`src/hw/rtl/mfde_fifo.sv`:
```
module mfde_fifo #(
  parameter int WIDTH = 8,
  parameter int DEPTH = 2
) (
  input  logic                       clk_i,
  input  logic                       rst_ni,
  input  logic                       push_i,
  input  logic [WIDTH-1:0]           data_i,
  output logic                       full_o,
  input  logic                       pop_i,
  output logic [WIDTH-1:0]           data_o,
  output logic                       empty_o,
  output logic [$clog2(DEPTH+1)-1:0] count_o
);

  localparam int AW = (DEPTH > 1) ? $clog2(DEPTH) : 1;
  localparam int CW = $clog2(DEPTH + 1);

  logic [WIDTH-1:0] mem_q [DEPTH];
  logic [AW-1:0]    wr_q, rd_q;
  logic [CW-1:0]    cnt_q;
  logic             do_push, do_pop;

  assign full_o  = (cnt_q == CW'(DEPTH));
  assign empty_o = (cnt_q == '0);
  assign count_o = cnt_q;
  assign data_o  = mem_q[rd_q];
  assign do_push = push_i && !full_o;
  assign do_pop  = pop_i && !empty_o;

  always_ff @(posedge clk_i) begin
    if (do_push) begin
      mem_q[wr_q] <= data_i;
    end
  end

  always_ff @(posedge clk_i or negedge rst_ni) begin
    if (!rst_ni) begin
      wr_q  <= '0;
      rd_q  <= '0;
      cnt_q <= '0;
    end else begin
      if (do_push) begin
        wr_q <= (wr_q == AW'(DEPTH - 1)) ? '0 : wr_q + AW'(1);
      end
      if (do_pop) begin
        rd_q <= (rd_q == AW'(DEPTH - 1)) ? '0 : rd_q + AW'(1);
      end
      if (do_push && !do_pop) begin
        cnt_q <= cnt_q + CW'(1);
      end else if (do_pop && !do_push) begin
        cnt_q <= cnt_q - CW'(1);
      end
    end
  end

endmodule

```
`config.mk`:
```
export PLATFORM = sky130hd
export DESIGN_NAME = mfde_fifo
export DESIGN_NICKNAME = d
export VERILOG_FILES = /design/src/hw/rtl/mfde_fifo.sv
export SDC_FILE = /design/constraint.sdc
export NUM_CORES = 1
export LEC_CHECK = 0
export BUFFER_PORTS_ARGS = -buffer_cell sky130_fd_sc_hd__buf_4
export CAP_MARGIN = 20
export CORE_MARGIN = 2
export CORE_UTILIZATION = 48
export CTS_CLUSTER_DIAMETER = 30
export DETAILED_ROUTE_END_ITERATION = 7
export GPL_ROUTABILITY_DRIVEN = 0
export PLACE_DENSITY_LB_ADDON = 0.3
export SETUP_SLACK_MARGIN = 0.2
export SLEW_MARGIN = 20
export SYNTH_ARGS = -nofsm -noshare
export SYNTH_HDL_FRONTEND = slang
export SYNTH_SLANG_ARGS = --single-unit
```
`constraint.sdc`:
```
create_clock -name clk_i -period 1.6 [get_ports clk_i]
set_input_delay 0.32 -clock clk_i [delete_from_list [all_inputs] [get_ports clk_i]]
set_output_delay 0.32 -clock clk_i [all_outputs]
set_load 0.05 [all_outputs]
```
# Yosys cells after proc, flatten, opt, wreduce, memory -nomap -nowiden
# Memories as Yosys holds them, arrays and structs flattened.
# Index checks and enable logic that the tools add are counted.
[op_classes] n_addsub=4 eq_ne=1 mux=6 reduce_logical=10
[op_table] operator="1-bit logical AND" n=4
[op_table] operator="1-bit zero test" n=4
[op_table] operator="1-bit 2-to-1 mux" n=4
[op_table] operator="2-bit 2-to-1 mux" n=2
[op_table] operator="1-bit adder, second input constant" n=2
[op_table] operator="2-bit by 1-bit adder with 2-bit output, second input constant" n=1
[op_table] operator="2-bit == test, second input constant" n=1
[op_table] operator="2-bit zero test" n=1
[op_table] operator="2-bit nonzero test" n=1
[op_table] operator="2-bit by 1-bit subtractor with 2-bit output, second input constant" n=1
[word_totals] ff_bits=4 ram_bits=16 in_bits=12 output_inout_bits=12 elab_cells=25 n_memories=1
[memory_table] name="mem_q" depth=2 width=8 read_ports=1 rd_ports_with_merged_regs=0 wr=1 line="19" source="logic [WIDTH-1:0] mem_q [DEPTH];"

# Depth between registers and ports, before layout
[logic_depth] ltp_word=7 depth_mapped=7 depth_no_buf=7

# Worst setup path before layout
# OpenSTA, ideal clock, no wires.
[synth_timing] path_type="register to register" start="register cnt_q[0], in the netlist count_o[0]" end="memory mem_q[0][0], enable pin" setup_ns=0.370 arrival_ns=1.384 t_required_ns=1.230 slack_ns=-0.154 path_stages_with_launch=4 n_path_buf=0 period_less_slack_ns=1.754 path_cell_list="dfrtp_1 > nand2b_1 > nand2_2 > nor2_1"
[synth_between] elab_chain_len=5
[synth_rtl] item="from (decl)" line="21" source="logic [CW-1:0] cnt_q;"
[synth_rtl] item="from (signal assigned)" line="50" source="cnt_q <= cnt_q + CW'(1);"
[synth_rtl] item="from (signal assigned)" line="52" source="cnt_q <= cnt_q - CW'(1);"
[synth_rtl] item="2-bit == test" line="24" source="assign full_o = (cnt_q == CW'(DEPTH));"
[synth_rtl] item="1-bit zero test" line="28" source="assign do_push = push_i && !full_o;"
[synth_rtl] item="1-bit logical AND" line="28"
[synth_rtl] item="1-bit 2-to-1 mux" line="32" source="if (do_push) begin"
[synth_rtl] item="1-bit 2-to-1 mux (implied by the code)" line="33" source="mem_q[wr_q] <= data_i;"
[synth_rtl] item="to (decl)" line="19"
# No other way between the ends.

# Worst setup path after layout
[layout_timing] start="register rd_q" end="output data_o[5]"
[layout_between] elab_chain_len=1
[layout_rtl] item="from (decl)" line="20" source="logic [AW-1:0] wr_q, rd_q;"
[layout_rtl] item="from (signal assigned)" line="47" source="rd_q <= (rd_q == AW'(DEPTH - 1)) ? '0 : rd_q + AW'(1);"
[layout_rtl] item="memory 2 x 8 bit"
[layout_rtl] item="to (decl)" line="11" source="output logic [WIDTH-1:0] data_o,"
# No other way between the ends.

==> flow_metrics.tcl <==
set metrics [dict create \
    cp.required_ps 1280 \
    route.detailed.drc 0 \
    io_pins 24 \
    drt_wl_total_um 1230 \
    cts_root_buf "clkbuf_4" \
    ant_nets 0 \
    syn_area_sq_um 782 \
    cp_data_arrival_time_ps 1300 \
    violations "negative setup slack" \
    hold_path.class "in2reg" \
    yosysSeqAreaShare_pct 74.2 \
    drv_cap 0 \
    grt_pass1_wl_um 1890 \
    syn-num-nets 57 \
    clk_latency_ps 290 \
    cp-end-kind "output port" \
    cts_tree "built" \
    clock_sinks 20 \
    nets 91 \
    synthCells 44 \
    grt_max_degree 12 \
    avgSynthCellArea_sq_um 17.8 \
    cts_htree_levels 1 \
    final_core_util_pct 78.2 \
    met3_usage_pct 3.67 \
    period_share_pct 102 \
    drv_slew 0 \
    setup_viol 8 \
    yosys_warnings 0 \
    dr.first_iter.drc_count 4 \
    fin_cells 93 \
    wl_per_cell_um 13.2 \
    grt_use_met2_pct 21.8 \
    outcome "finished, violations left" \
    yosysUniqueCellTypes 15 \
    cp_max_fo 5 \
    die_h_um 44.4 \
    power_per_cell_area_nw_per_um2 2240 \
    num-fill-cells 90 \
    power_leakage_nw 0.500 \
    relSlewSlack_pct 83.2 \
    port_buffers 23 \
    peakVddDrop_mv 1.47 \
    rows 14 \
    hold_slack_ps 209 \
    grt_pass1_vias 451 \
    drive_gt1_share_pct 70.1 \
    placed_cell_area_sq_um 1010 \
    overflow 0 \
    finalHoldViolCount 0 \
    met1_usage_pct 18.0 \
    viasPerCell 4.88 \
    numCtsBuffers 3 \
    fmax_ghz 0.616 \
    coreArea_sq_um 1520 \
    die_x_um 44.4 \
    start_kind "flop" \
    dp.cells 82 \
    worst_slew_pin_slew_ps 251 \
    vias 454 \
    drtPass1Iterations 2 \
    n_antenna_cell 0 \
    crit_type "reg2out" \
    grt_util_all_layers_pct 13.7 \
    period_minus_slack_ps 1620 \
    post-route-cell-area_sq_um 1190 \
    rsz0062_at_grt "yes" \
    die-area_sq_um 1970 \
    multi_input_area_sq_um 267 \
    syn_to_final_growth_pct 52.5 \
    regArea_sq_um 584 \
    fin_ws_ps -24.2 \
    initial_utilization_pct 51.3 \
    clk_path_buf_depth 2 \
    dp_hpwl_um 833 \
    ys_seq_elements 20 \
    top_usage_layer "met2" \
    clock_skew_ps 1.65 \
    antenna_found_initial 0 \
    clkTransAtPathRegs_ps 100 \
]
-- area by class of cell --
class / count / area share (%)
Sequential cell: 20 / 49.0
Timing Repair Buffer: 30 / 24.1
Multi-Input combinational cell: 21 / 22.4
Clock buffer: 4 / 2.20
Tap cell: 16 / 1.68
Inverter: 2 / 0.630
-- kinds of logic after synthesis --
kind of cell / after synthesis / synth area share [%]
buffers and inverters: 3 / 1.60
XOR/XNOR: 5 / 6.56
multiplexers: 8 / 11.5
adder cells (fa/ha/maj): 1 / 1.60
AND/OR/NAND/NOR: 6 / 3.84
AO/OA/AOI/OAI: 1 / 0.639
flip-flops: 20 / 74.2
-- cells in the final DEF (no fill, tap or decap) --
cell type	instances
clkbuf_1	1
nand2b_4	1
dfrtp_2	3
xor2_1	1
nor2_4	1
dlygate4sd3_1	1
buf_4	16
nor2_2	1
mux2_2	2
nand2_4	1
xnor2_2	1
xor2_2	1
clkbuf_4	3
buf_6	10
and3_2	1
dfrtp_1	1
o21ai_4	1
nor2_1	1
mux2_4	6
inv_2	2
buf_8	3
edfxtp_1	16
xnor2_1	2
ha_4	1
-- synthesized netlist by cell type (all sizes together) --
cell type / number / area (sq um)
ha: 1 / 12.5
dfrtp: 4 / 100
nand2b: 1 / 6.26
xor2: 2 / 17.5
nor2: 3 / 11.3
xnor2: 3 / 33.8
buf: 1 / 5.00
nand2: 1 / 6.26
and3: 1 / 6.26
edfxtp: 16 / 480
inv: 2 / 7.51
o21ai: 1 / 5.00
mux2: 8 / 90.1
-- timing repair --
item	CTS	global route
resized for setup	26	3
pin swaps	1	2
setup buffers	5	1
setup endpoints to repair	19	20
hold buffers	1	0
endpoints found under the hold margin	4	0
-- per-stage QoR --
stage / setup slack [ps] / total power [W] / TNS, ps
floorplan: 122 / 0.00174 / 0
CTS: -30.0 / 0.00263 / -167
global placement: 161 / 0.00202 / 0
detailed placement: 128 / 0.00205 / 0
finish: -24.2 / 0.00267 / -131
global route: -61.1 / 0.00279 / -437
-- power by group --
group | switching, W | leakage, nW | internal (W)
clock network | 0.000138 | 0.0150 | 0.0000968
registers | 0.000105 | 0.192 | 0.000735
logic | 0.000879 | 0.292 | 0.000716
-- worst max-delay path, stage by stage, from the launching register on --
cell,delay (ps)
dfrtp_2,430
buf_6,140
mux2_4,300
buf_8,150
-- per-layer routing --
layer  share of wire [%]  up-vias
met5                   0        -
met4                   0        0
met3                 5.8        0
met2                  51       14
met1                  44      218
li1                    -      222
-- final timing paths --
path	from	to	slack (ps)	depth (start not counted)
max	rd_q$_DFFE_PN0P_	data_o[5]	-20	3
min	data_i[4]	mem_q[0][4]$_DFFE_PP_	210	1
max reg2reg	count_o[0]$_DFFE_PN0P_	count_o[1]$_DFFE_PN0P_	210	6
min reg2reg	wr_q$_DFFE_PN0N_	wr_q$_DFFE_PN0N_	590	1
max in group asynchronous	rst_ni	rd_q$_DFFE_PN0P_	1140	2
min in group asynchronous	rst_ni	count_o[0]$_DFFE_PN0P_	350	2
-- sequential cells by signal, indices dropped and copies added (netlist names) --
signal and flops:
mem_q 16, wr_q 1, count_o 2, rd_q 1
(Power assumes the default switching activity.)
